## src/rtl/qrs_pkg.sv

```systemverilog
// shared types, widths and codes for the quadratic root solver
// no dependencies
`default_nettype none
package qrs_pkg;
    localparam int CoefW  = 16;
    localparam int DiscW  = 35;   // |b*b - 4ac| fits in 34 bits, plus sign
    localparam int RadW   = 64;   // |disc| << 30
    localparam int RootW  = 32;   // floor sqrt of radicand
    localparam int NumW   = 34;   // signed numerator -b*32768 +- s
    localparam int QuoW   = 34;   // |numerator| / |a| magnitude bits
    localparam int ValW   = 32;

    typedef enum logic [1:0] {
        KIND_REAL    = 2'd0,
        KIND_COMPLEX = 2'd1,
        KIND_REPEAT  = 2'd2,
        KIND_AZERO   = 2'd3
    } t_kind;

    typedef struct packed {
        t_kind kind;
        logic  a_neg;
        logic  [CoefW-1:0] a_mag;
        logic  signed [CoefW-1:0] b;
    } t_ctl;
endpackage
`default_nettype wire

```

## src/rtl/qrs_div.sv

```systemverilog
// pipelined restoring divider of two magnitudes, one quotient bit per stage
// depends on qrs_pkg
`default_nettype none
module qrs_div import qrs_pkg::*; (
    input  wire logic              i_clk,
    input  wire logic              i_en,
    input  wire logic [QuoW-1:0]   i_num,
    input  wire logic [CoefW-1:0]  i_den,
    output logic [QuoW-1:0]        o_quo
);
    logic [QuoW-1:0]  r_n [0:QuoW];
    logic [CoefW-1:0] r_d [0:QuoW];
    logic [CoefW:0]   r_p [0:QuoW];

    assign r_n[0] = i_num;
    assign r_d[0] = i_den;
    assign r_p[0] = '0;

    for (genvar g = 0; g < QuoW; g++) begin : g_st
        logic [CoefW+1:0] w_sh;
        logic [CoefW:0]   n_p;
        logic [QuoW-1:0]  n_n;
        always_comb begin
            w_sh = {r_p[g], r_n[g][QuoW-1]};
            n_n  = {r_n[g][QuoW-2:0], 1'b0};
            n_p  = w_sh[CoefW:0];
            if (w_sh >= {2'b00, r_d[g]}) begin
                n_p    = (CoefW+1)'(w_sh - {2'b00, r_d[g]});
                n_n[0] = 1'b1;
            end
        end
        if (g % 2 == 1 || g == QuoW-1) begin : g_reg
            logic [QuoW-1:0]  r_nq;
            logic [CoefW-1:0] r_dq;
            logic [CoefW:0]   r_pq;
            always_ff @(posedge i_clk) begin
                if (i_en) begin
                    r_nq <= n_n;
                    r_dq <= r_d[g];
                    r_pq <= n_p;
                end
            end
            assign r_n[g+1] = r_nq;
            assign r_d[g+1] = r_dq;
            assign r_p[g+1] = r_pq;
        end else begin : g_comb
            assign r_n[g+1] = n_n;
            assign r_d[g+1] = r_d[g];
            assign r_p[g+1] = n_p;
        end
    end

    assign o_quo = r_n[QuoW];
endmodule
`default_nettype wire

```

## config.mk

```make
export PLATFORM = sky130hd
export DESIGN_NAME = qrs_div
export DESIGN_NICKNAME = d
export VERILOG_FILES = /design/src/rtl/qrs_pkg.sv /design/src/rtl/qrs_div.sv
export SDC_FILE = /design/constraint.sdc
export NUM_CORES = 2
export LEC_CHECK = 0
export CAP_MARGIN = 10
export CORE_MARGIN = 1
export CORE_UTILIZATION = 65
export DETAILED_ROUTE_END_ITERATION = 8
export DONT_BUFFER_PORTS = 1
export GPL_ROUTABILITY_DRIVEN = 0
export HOLD_SLACK_MARGIN = 0.08
export PLACE_DENSITY = 0.81
export SYNTH_ARGS = -nofsm -noshare
export SYNTH_HDL_FRONTEND = slang
export SYNTH_SLANG_ARGS = --single-unit
```

## constraint.sdc

```tcl
create_clock -name i_clk -period 6.92 [get_ports i_clk]
set_input_delay 0.692 -clock i_clk [delete_from_list [all_inputs] [get_ports i_clk]]
set_output_delay 0.692 -clock i_clk [all_outputs]
set_load 0.03 [all_outputs]
```

Word-level counts from Yosys, hierarchy flattened
Index checks and enable logic that the tools add are counted.
Widths: inputs -> output; s select.
- output and inout port bits: 34
- logic and storage cells: 183
- bits of input ports: 52
- register bits after elaboration: 1106
- $lt $le $gt $ge: 34
- muxes and demuxes: 67
- $add $sub $neg: 33
- operators by type and width (operator ; number):
    $ge 18x16->1 ; 33
    $mux 17 ; 33
    $sub 17x16->17 ; 32
    $mux 1 ; 34
    $sub 1x16->17 ; 1
    $ge 1x16->1 ; 1

Logic depth before layout (Yosys ltp)
- word-level depth: 4
- gate-level depth with buffers: 26
- depth with buffers taken out: 23

Least setup slack after synthesis
OpenSTA, ideal clock, no wires.
- kind: register to register
- start: reg g_st[29].g_reg.r_nq[33]
- end: reg g_st[31].g_reg.r_pq[8] (data pin)
- data required time: 6.658 ns
- stages on the path, launching flop included: 25
- period minus slack after synthesis: 5.675 ns
- setup slack: 1.245 ns
- data arrival time: 5.412 ns
- cell sequence: edfxtp_1 inv_1 ha_1 inv_1 fa_1 a21oi_1 o21ai_1 a2111oi_0 o21ai_0 nand3_1 and3b_1 buf_6 clkbuf_1 o21ai_0 fa_1 a211oi_1 o21ai_0 o21ai_0 a21oi_1 a2111oi_0 nor3_1 or4_4 buf_6 buf_6 mux2_1
- longest elaborated chain between the ends: 4
- elaborated cells on any way between the ends: 6
- RTL lines (element ; RTL line ; text):
    start, declared ; qrs_div.sv:33 ; logic [QuoW-1:0] r_nq;
    start signal, assigned ; qrs_div.sv:38 ; r_nq <= n_n;
    $sub 17x16->17 or $ge 18x16->1 (tied branches) ; qrs_div.sv:28, qrs_div.sv:27 ;
    $mux 17 * ; qrs_div.sv:27 ; if (w_sh >= {2'b00, r_d[g]}) begin
    $sub 17x16->17 or $ge 18x16->1 (tied branches) ; qrs_div.sv:28, qrs_div.sv:27 ;
    $mux 17 * ; qrs_div.sv:27 ;
    named net g_st[31].n_p[8] ; qrs_div.sv:21 ; logic [CoefW:0] n_p;
    end signal, assigned ; qrs_div.sv:40 ; r_pq <= n_p;
    end, declared ; qrs_div.sv:35 ; logic [CoefW:0] r_pq;
The timed path passes the listed nets; every way through them passes the cells marked *.
A chain may end at the register's enable or synchronous reset.

Worst setup path after layout
- start: reg g_st[15].g_reg.r_dq[0]
- end: reg g_st[17].g_reg.r_pq[0] (data pin)
- longest elaborated chain between the ends: 4
- elaborated cells on any way between the ends: 6
- RTL lines (element ; RTL line ; text):
    start, declared ; qrs_div.sv:34 ; logic [CoefW-1:0] r_dq;
    start signal, assigned ; qrs_div.sv:39 ; r_dq <= r_d[g];
    $sub 17x16->17 or $ge 18x16->1 (tied branches) ; qrs_div.sv:28, qrs_div.sv:27 ;
    $mux 17 ; qrs_div.sv:27 ;
    $ge 18x16->1 ; qrs_div.sv:27 ;
    $mux 17 * ; qrs_div.sv:27 ;
    named net g_st[17].n_p[0] ; qrs_div.sv:21 ;
    end signal, assigned ; qrs_div.sv:40 ;
    end, declared ; qrs_div.sv:35 ;
Marked as above.

==> qor.txt <==
Pre-CTS setup slack: 0.518 ns
Yosys warnings: 0
Synth top area cells: edfxtp_1, ha_1, mux2_2, xnor2_1, a21oi_1
Run status: complete, no violations
Worst rel slew slack: 5.81%
Die height: 317 um
Post-synth top area share: 51.6%
Most frequent cells after synthesis: edfxtp_1, ha_1, inv_1
Critical path peak fanout: 16
Tcrit/Tclk final: 94.5%
Crit path DAT: 7.01 ns
Reg2reg end: g_st[17].g_reg.r_pq[0]
Critical path startpoint category: flop
CP Class: flop to flop
First-pass GRT wire length: 221000 um
Critical Path End: g_st[17].g_reg.r_pq[0]
Worst setup EP type: flop
RSZ-0062 raised after global routing: false
R2R cell count: 22
Syn Inst Count: 5517
Clk_skew: 0.0246 ns
Cell Rows: 115
CTS root buf: clkbuf_16
Gr usage total: 27.8%
Final worst setup slack: 0.379 ns
FF/Latch Area: 33200 um2
Highest clock rate: 153 MHz
WP data required: 7.39 ns
HPWL after detailed placement: 100000 um
Internal reg-to-reg setup slack: 0.38 ns
Drt total wl: 142000 um
Worst-path clk slew: 0.06 ns
# port buffers: 0
Vias in the first global route: 42900
Area of the multi-input gates: 29100 um2
Worst setup startpoint: g_st[15].g_reg.r_dq[0]
Area of the core: 98300 um2
Worst-margin pin slew: 1.41 ns
Max-cap violations: 0
Synth Cell Area: 64400 um2
Initial antenna violation count: 0
Setup TNS: 0 ns
Net Count, Synth: 6131
Global route overflow: 0
Latest clock arrival within the worst-skew pair: 0.71 ns
Average wire per standard cell: 20.2 um
Drt first pass iters: 6
Number of flops mapped to enable cells by yosys: 1106
Slew Viols, Final: 0
Fin crit period: 6.54 ns
Placed Area: 65800 um2
Final hold vios: 0
CTS sink cnt: 1106
Final net count: 6243
Min-delay worst type: primary input to flop
Synthesized area per cell: 11.7 um2
Slowest Stage Delay on Critical Path: 0.57 ns
Netlist cell types: 97
CP Cell Sequence: ha_1, inv_1, fa_1, a21oi_1, o21ai_0, a211oi_1, o21ai_0, o31ai_1, nand2_1, nor2_1, a21oi_1, fa_1, a21o_1, a21oi_1, o21ai_0, o211ai_1, nand3_1, a31oi_1, nand2_1, nor2_4, buf_4, mux2i_1
CTS Buf Count: 111
Register area share after synthesis: 51.6%
Synth-to-layout area growth: 8.81%
1st-iter DRT viols: 4072
Setup Fix Bufs, Post-CTS: 0
TritonCTS clock tree: built
CP max stage cell: edfxtp_1
Share of layout cells above drive strength 1: 9.63%
Final Cell Area: 70100 um2
Synthesized flop and latch total: 1106
Most frequent cell after synthesis: edfxtp_1
Reg2reg start: g_st[15].g_reg.r_dq[0]
Setup violators final: 0
Width of the die: 317 um
CTS H-tree lvls: 3
DR vias/cell: 6.25
Top_reg_cell synth: edfxtp_1
Largest net degree at the start of global routing: 1107
Clk buf depth: 3
Ant diodes: 0
Filler Cell Count: 6565
Via count: 43800
Yosys top cell by area: edfxtp_1
ANT nets after route: 0
Io pins: 86
Async S/R FF share, synth: 0%
Die area: 100000 um2
Initial Utilization: 65.5%
Drt drc: 0
[cells in the final DEF, fill, tap and decap left out, types with 106 or more instances in the layout]
cell type	Yosys	layout
edfxtp_1	1106	1106
ha_1	530	530
inv_1	468	468
a21oi_1	420	420
nand2_1	345	345
nor2_1	319	319
o21ai_0	289	289
mux2_2	283	283
xnor2_1	247	247
a21o_1	178	178
xor2_1	123	123
clkbuf_16	0	112
nor3_1	106	106
[metal layers]
layer  wire (um)  up-vias  part of all wire, %  global-route usage (%)
met1       56000    20900                   39                    33.6
met4        7820        0                  5.5                    14.6
met3        7220      463                  5.1                    3.72
met5           0        -                    0                       0
met2       70800     1579                   50                    48.6
li1            -    20800                    -                       -
[metrics by stage]
step | utilization [%] | cells | hold slack, ns
after CTS | 71.1 | 7000 | 0.273
after global placement | 67.0 | 6749 | 0.400
after floorplan | - | 5517 | 0.400
final | 71.3 | 7006 | 0.306
after global routing | 71.3 | 7006 | 0.272
after detailed placement | 67.0 | 6749 | 0.405
[critical path, delay by kind of cell, from the launching register on]
kind,cells,cell delay [ns]
AOI/OAI and AO/OA,11,2.55
and+or+nand+nor,5,1.39
DFF,1,0.57
buffers and inverters,2,0.28
muxes,1,0.38
adders and majority gates,3,1.15
[kinds of logic after synthesis]
| group | share of synthesized area (%) |
|---|---|
| multiplexers | 6.30 |
| flip-flops | 51.6 |
| buffers and inverters | 3.34 |
| AND/OR/NAND/NOR | 9.10 |
| adder cells (fa/ha/maj) | 11.3 |
| AO/OA/AOI/OAI | 13.3 |
| XOR/XNOR | 5.03 |
[flip-flops by register name, indices dropped and copies added (netlist names)]
name             cells
g_st.g_reg.r_dq    256
g_st.g_reg.r_nq    544
g_st.g_reg.r_pq    272
o_quo               34
[layout make-up]
class                   instances  area share, %
clock buffers                 130           4.10
clock inverters                73           1.04
inverters                     472           2.54
multi-input cells            3860           41.5
flip-flops and latches       1106           47.4
well taps                    1287           2.30
repair buffers                 78           1.15
[worst min path at each step]
| stage | start | slack, ns | to | cells past startpoint |
|---|---|---|---|---|
| floorplan | g_st[9].g_reg.r_nq[8] | 0.40 | g_st[11].g_reg.r_nq[10] | 0 |
| global placement | g_st[11].g_reg.r_nq[5] | 0.40 | g_st[13].g_reg.r_nq[7] | 0 |
| detailed placement | g_st[9].g_reg.r_nq[4] | 0.40 | g_st[11].g_reg.r_nq[6] | 0 |
| CTS | i_num[32] | 0.27 | g_st[1].g_reg.r_pq[0] | 2 |
| global route | i_num[32] | 0.27 | g_st[1].g_reg.r_pq[0] | 2 |
| finish | i_num[32] | 0.31 | g_st[1].g_reg.r_pq[0] | 2 |
[timing repair]
action                                 CTS  global route
resized for setup                        0             3
endpoints found under the hold margin   48             9
setup endpoints to repair                0            17
hold buffers                            48             1
Power is left out: the tool's default activity adds up to more than one toggle a clock period on the data nets, which glitch-free logic cannot reach.
