==> config.mk <==
export PLATFORM = sky130hd
export DESIGN_NAME = qrs_sqrt
export DESIGN_NICKNAME = d
export VERILOG_FILES = /design/src/rtl/qrs_pkg.sv /design/src/rtl/qrs_sqrt.sv
export SDC_FILE = /design/constraint.sdc
export NUM_CORES = 2
export LEC_CHECK = 0
export BUFFER_PORTS_ARGS = -buffer_cell sky130_fd_sc_hd__buf_2
export CAP_MARGIN = 20
export CORE_MARGIN = 3
export CORE_UTILIZATION = 52
export CTS_CLUSTER_SIZE = 10
export DETAILED_ROUTE_END_ITERATION = 6
export GPL_TIMING_DRIVEN = 0
export PLACE_DENSITY = 0.68
export RECOVER_POWER = 25
export SLEW_MARGIN = 25
export SYNTH_ARGS = -nofsm -noshare
export SYNTH_HDL_FRONTEND = slang
export SYNTH_SLANG_ARGS = --single-unit
==> constraint.sdc <==
create_clock -name i_clk -period 4.6 [get_ports i_clk]
set_clock_uncertainty 0.05 [all_clocks]
set_input_delay 1.38 -clock i_clk [delete_from_list [all_inputs] [get_ports i_clk]]
set_output_delay 1.38 -clock i_clk [all_outputs]
set_load 0.01 [all_outputs]
==> src/rtl/qrs_pkg.sv <==
// shared types, widths and codes for the quadratic root solver
// no dependencies
`default_nettype none
package qrs_pkg;
    localparam int CoefW  = 16;
    localparam int DiscW  = 35;   // |b*b - 4ac| fits in 34 bits, plus sign
    localparam int RadW   = 64;   // |disc| << 30
    localparam int RootW  = 32;   // floor sqrt of radicand
    localparam int NumW   = 34;   // signed numerator -b*32768 +- s
    localparam int QuoW   = 34;   // |numerator| / |a| magnitude bits
    localparam int ValW   = 32;

    typedef enum logic [1:0] {
        KIND_REAL    = 2'd0,
        KIND_COMPLEX = 2'd1,
        KIND_REPEAT  = 2'd2,
        KIND_AZERO   = 2'd3
    } t_kind;

    typedef struct packed {
        t_kind kind;
        logic  a_neg;
        logic  [CoefW-1:0] a_mag;
        logic  signed [CoefW-1:0] b;
    } t_ctl;
endpackage
`default_nettype wire

==> src/rtl/qrs_sqrt.sv <==
// pipelined bit-serial integer square root, one result bit per stage
// depends on qrs_pkg
`default_nettype none
module qrs_sqrt import qrs_pkg::*; (
    input  wire logic               i_clk,
    input  wire logic               i_en,
    input  wire logic [RadW-1:0]    i_rad,
    output logic [RootW-1:0]        o_root
);
    logic [RadW-1:0]  r_rem  [0:RootW];
    logic [RootW-1:0] r_root [0:RootW];

    assign r_rem[0]  = i_rad;
    assign r_root[0] = '0;

    for (genvar g = 0; g < RootW; g++) begin : g_st
        logic [RadW-1:0]  n_rem;
        logic [RootW-1:0] n_root;
        logic [RootW+1:0] w_trial;
        logic [RootW+1:0] w_top;
        always_comb begin
            w_top   = (RootW+2)'(r_rem[g] >> (2*(RootW-1-g)));
            w_trial = {r_root[g], 2'b01};
            n_rem   = r_rem[g];
            n_root  = {r_root[g][RootW-2:0], 1'b0};
            if (w_top >= w_trial) begin
                n_rem  = r_rem[g] - (RadW'(w_trial) << (2*(RootW-1-g)));
                n_root = {r_root[g][RootW-2:0], 1'b1};
            end
        end
        if (g == RootW-1) begin : g_last
            assign r_rem[g+1]  = n_rem;
            assign r_root[g+1] = n_root;
        end else begin : g_reg
            logic [RadW-1:0]  r_r;
            logic [RootW-1:0] r_q;
            always_ff @(posedge i_clk) begin
                if (i_en) begin
                    r_r <= n_rem;
                    r_q <= n_root;
                end
            end
            assign r_rem[g+1]  = r_r;
            assign r_root[g+1] = r_q;
        end
    end

    assign o_root = r_root[RootW];
endmodule
`default_nettype wire

; ---- Yosys cells after proc, flatten, opt, wreduce, memory -nomap -nowiden
; Cells that the tools add are included.
[classes]
add_sub_neg = 31
n_mul = 0
n_div = 0
order_cmp = 32
eq_ne = 0
shifts = 0
muxes = 63
bitwise_logic = 0
reduce_logical = 0
[ops]
columns = op, count
row1 = $mux W64, 16
row2 = $sub A64 B49 Y64, 1
row3 = $sub A64 B50 Y64, 1
row4 = $sub A64 B51 Y64, 1
row5 = $sub A64 B52 Y64, 1
row6 = $sub A64 B53 Y64, 1
row7 = $sub A64 B54 Y64, 1
row8 = $sub A64 B55 Y64, 1
row9 = $sub A64 B56 Y64, 1
row10 = $sub A64 B57 Y64, 1
row11 = $sub A64 B58 Y64, 1
row12 = $sub A64 B59 Y64, 1
row13 = $sub A64 B60 Y64, 1
row14 = $sub A64 B61 Y64, 1
row15 = $sub A64 B62 Y64, 1
row16 = $sub A64 B63 Y64, 1
row17 = $sub A64 B63 Y64 const B, 1
row18 = $mux W62, 1
row19 = $sub A62 B48 Y62, 1
row20 = $mux W60, 1
row21 = $sub A60 B47 Y60, 1
row22 = $mux W58, 1
row23 = $sub A58 B46 Y58, 1
row24 = $mux W56, 1
row25 = 56 further kinds, 87
[totals]
register_bits = 2240
latch_bits = 0
ramBits = 0
rom_bits = 0
inputBits = 66
out_inout_bits = 32
elab_cells = 188
mem_count = 0

; ---- Depth between registers and ports, before layout
[depth]
depth_word = 2
mapped_depth = 14
ltp_nobuf = 14

; ---- Worst setup path after synthesis
; No wires, ideal clock.
[synth_timing]
path_kind = register -> register
start = register g_st[26].g_reg.r_r[10]
end = register g_st[27].g_reg.r_r[39], data pin
setup_ps = 260
t_arrival_ps = 3030
required_ps = 4290
slack_ps = 1260
stages_incl_launch_ff = 12
n_path_buf = 0
period_less_slack_ps = 3340
path_cell_list = edfxtp_1 > ha_1 > o21a_1 > nor2_1 > o21ai_0 > a211oi_1 > nor3_1 > o311ai_0 > nand2_1 > a21oi_1 > o211a_1 > mux2_2
[synth_between]
elab_chain_cells = 2
elab_cells_between_ends = 3
classes_between = add/sub (1) / order compare (1) / mux (1)
[synth_lines]
columns = item, line_no
row1 = start: declaration, qrs_sqrt.sv:35  ; logic [RadW-1:0] r_r;
row2 = start signal: assignment, qrs_sqrt.sv:39  ; r_r <= n_rem;
row3 = $sub A40 B37 Y40 or $ge A34 B29 Y1 (tied branches), "qrs_sqrt.sv:27, qrs_sqrt.sv:26"
row4 = $mux W40 (*), qrs_sqrt.sv:26  ; if (w_top >= w_trial) begin
row5 = via g_st[27].n_rem[39], qrs_sqrt.sv:17  ; logic [RadW-1:0] n_rem;
row6 = end signal: assignment, qrs_sqrt.sv:39
row7 = end: declaration, qrs_sqrt.sv:35
; The timed path passes the listed nets; every way through them passes the cells marked *.
; A chain may end at the register's enable or synchronous reset.

; ---- Final worst setup path
[layout_timing]
start = register g_st[18].g_reg.r_r[26]
end = register g_st[19].g_reg.r_r[43], data pin
[layout_between]
elab_chain_cells = 2
elab_cells_between_ends = 3
classes_between = add/sub (1) / order compare (1) / mux (1)
[layout_lines]
columns = item, line_no
row1 = start: declaration, qrs_sqrt.sv:35
row2 = start signal: assignment, qrs_sqrt.sv:39
row3 = $sub A56 B45 Y56 or $ge A34 B21 Y1 (tied branches), "qrs_sqrt.sv:27, qrs_sqrt.sv:26"
row4 = $mux W56 (*), qrs_sqrt.sv:26
row5 = via g_st[19].n_rem[43], qrs_sqrt.sv:17
row6 = end signal: assignment, qrs_sqrt.sv:39
row7 = end: declaration, qrs_sqrt.sv:35
; Marks and branches as above.

==> implementation parameters <==
Parameter                              Value

Status
  Status ... complete, no violations

Finish
  Non-Filler Instances ... 11000
  Area delta synth->final ... 11.5%
  Fraction of final layout cells sized beyond drive strength 1 ... 7.11%
  Post-route cell area ... 115000 um^2
  Nets ... 8955

Die
  Initial cell density of the core ... 52.4%
  Top-level I/O count ... 98
  DIE WIDTH ... 452 um
  Core Footprint ... 198000 um^2
  Chip height ... 452 um
  Placement row count ... 163
  Total die area ... 205000 um^2

Yosys
  Leading cell types by count after synthesis ... 2240 x edfxtp_1, 703 x inv_1, 556 x ha_1, 539 x a21oi_1, 516 x nand2_1
  Predominant post-synthesis flop cell ... edfxtp_1
  Sequential area share after synthesis ... 64.9%
  Post-synth top area share ... 64.9%
  Gate Count Post-Synth ... 7933
  Synthesized Nets ... 8555
  Syn_area_per_cell ... 13.1 um^2
  Synth unique cells ... 85
  Dominant cell type by area after synthesis ... edfxtp_1
  Most instantiated library cell after synthesis ... edfxtp_1
  Total standard cell area after synthesis ... 104000 um^2
  Count of flip-flops with a built-in enable after synthesis ... 2240
  Cell types occupying the most area after synthesis ... edfxtp_1 65%, ha_1 6.7%, xnor2_1 2.7%, a21oi_1 2.6%, inv_1 2.5%
  Ys async rst share ... 0%
  Flop and latch count out of synthesis ... 2240
  Yosys warnings ... 0

Job
  Number of max-cap violations ... 0

Detailed routing
  1st-pass router iterations ... 6
  Detail-routed net length per standard cell ... 19.0 um
  Starting DRC count in detailed routing ... 4688
  Number of antenna-violating nets in the routed design ... 0
  DR vias/cell ... 5.56
  Detailed Route WL ... 210 mm
  Total number of vias ... 61400
  DRC violation count after routing ... 0

Power and ir drop
  Cell leakage power ... 44.9 nW
  PD cells ... 528 nW/um^2
  Clk pwr share ... 30.6%
  Switch share ... 28.6%
  Worst IR drop on VDD ... 0.383 mV
  Proportion of power drawn by combinational gates ... 23.2%
  Sw power ... 17.5 mW
  Register share of total power ... 46.2%
  Internal power ... 43.5 mW

Timing
  Final number of setup-violating endpoints ... 0
  Final critical-path required period ... 4.40 ns
  Final hold violation count ... 0
  Measured slew at the worst slew-check pin ... 1.00 ns
  Final setup TNS ... 0 ns
  Hold slack ... 0.311 ns
  Max Clk Rate ... 0.227 GHz
  Remaining max-slew budget at the tightest pin ... 32.1%
  Final worst path period share ... 95.6%
  RSZ-0062 raised after global routing ... no
  Max Slew Vio Count ... 0

Critical path
  Critical path peak fanout ... 10
  Classification of the worst setup path ... flop to flop
  Startpoint kind of the worst setup timing path ... flop
  Data arrival, critical path ... 4.93 ns
  Required time at the worst-slack endpoint ... 5.13 ns
  Type of destination of the critical path ... flop

CTS
  Clock root buffer ... clkbuf_16
  Maximum buffer depth of the clock tree ... 4
  Clk pin slew, worst setup/hold paths ... 0.05 ns
  Clock Latency Late Sink ... 0.92 ns
  # clock sinks ... 2240
  TritonCTS clock tree ... done
  CTS Hold Bufs ... 0
  Total clock buffers created by CTS ... 283
  Number of levels in the clock H-tree ... 5

Global routing
  Final global-route overflow total ... 0
  GR met3 Demand/Resource ... 2.95%
  Number of antenna violations at the first check in global routing ... 2
  Vias in the first global route ... 60700
  First-pass GRT wire length ... 330 mm
  GR Util met1 ... 25.9%
  GRT met2 Usage ... 34.3%
  Maximum number of pins on one net before global-route repair ... 146
  Layer with the highest usage ... met2
  Combined global-route utilization of all metal layers ... 20.4%

Worst hold path
  Type of the most critical hold path ... flop to flop

Placement
  Final weighted congestion of routability-driven global placement ... 0.908
  Placed cell count ... 10700
  Sum of net half-perimeters after detailed placement ... 152 mm
  Port bufs ... 97
  Area of placed instances ... 108000 um^2
-- routing by layer --
metal / share of wire, % / wire (um)
met2: 49 / 102000
met3: 3.9 / 8270
met4: 5.1 / 10700
met5: 0 / 0
met1: 42 / 88900
-- final timing paths --
check                         start                     end  slack (ns)  cells after the start
max          g_st[18].g_reg.r_r[26]  g_st[19].g_reg.r_r[43]        0.20                     12
min            g_st[1].g_reg.r_r[5]    g_st[2].g_reg.r_r[5]        0.31                      0
max reg2reg  g_st[18].g_reg.r_r[26]  g_st[19].g_reg.r_r[43]        0.20                     12
min reg2reg    g_st[1].g_reg.r_r[5]    g_st[2].g_reg.r_r[5]        0.31                      0
-- logic make-up (layout without fill, tap and decap cells) --
kind of cell	count (synthesis)	in the layout	share of synthesized area [%]
compound gates	1716	1716	10.2
xor+xnor	620	620	5.24
other cells	0	1	0
flops	2240	2240	64.9
simple gates	1844	1844	8.68
buf+inv	855	1319	3.12
mux	102	102	1.09
fa+ha+maj	556	556	6.72
-- final cells by class --
class	count	area, um^2
repair buffers	116	1020
flip-flops and latches	2240	67300
fillers	15600	82100
inverters	704	2640
well taps	2640	3300
diodes	1	2.50
plain buffers	150	614
multi-input cells	4838	33100
clock inverters	33	221
clock buffers	316	7330
-- per-stage QoR --
step                      power, mW  utilization, %  worst slack (ns)
after floorplan                38.1               -              1.26
after global placement         43.6            54.3            -32.15
after detailed placement       42.5            54.6            -0.745
after CTS                      61.5            58.4           0.00363
after global routing           64.2            58.4            0.0107
final                          60.9            58.4             0.202
-- worst max-delay path, stage by stage (launching register included) --
cell and delay [ns]:
edfxtp_1 0.40, ha_1 0.37, nor2b_1 0.15, o21ai_0 0.24, a21oi_1 0.12, nor3_1 0.37, o21ai_1 0.25, a41o_1 0.34
a211oi_1 0.62, nand2_1 0.53, clkbuf_1 0.40, nor2_1 0.16, a21oi_1 0.07
-- flip-flops by register name (all words and copies together) (netlist names) --
name            count
g_st.g_reg.r_q    496
g_st.g_reg.r_r   1744
-- power groups by stage --
stage	logic, mW	registers [mW]	clock network, mW
after floorplan	10.4	27.7	0
after global placement	13.7	29.9	0
after detailed placement	14.0	28.5	0
after CTS	14.1	28.2	19.3
after global routing	15.8	28.4	20.0
final	14.1	28.2	18.7
-- layout by cell type, fill, tap and decap left out, types with 241 or more instances in the layout --
cell type	synthesis	routed
xnor2_1	324	324
a21oi_1	539	536
o21ai_0	464	461
a21o_1	241	241
ha_1	556	556
inv_1	703	703
clkbuf_16	0	289
edfxtp_1	2240	2240
nor2_1	442	442
xor2_1	296	296
nand2_1	516	516
-- repair_timing --
action / 4_1_cts / 5_1_grt
pin swaps: 0 / 2
resized for setup: 15 / 18
setup buffers: 1 / 0
setup endpoints to repair: 96 / 100
(Power assumes the default switching activity.)
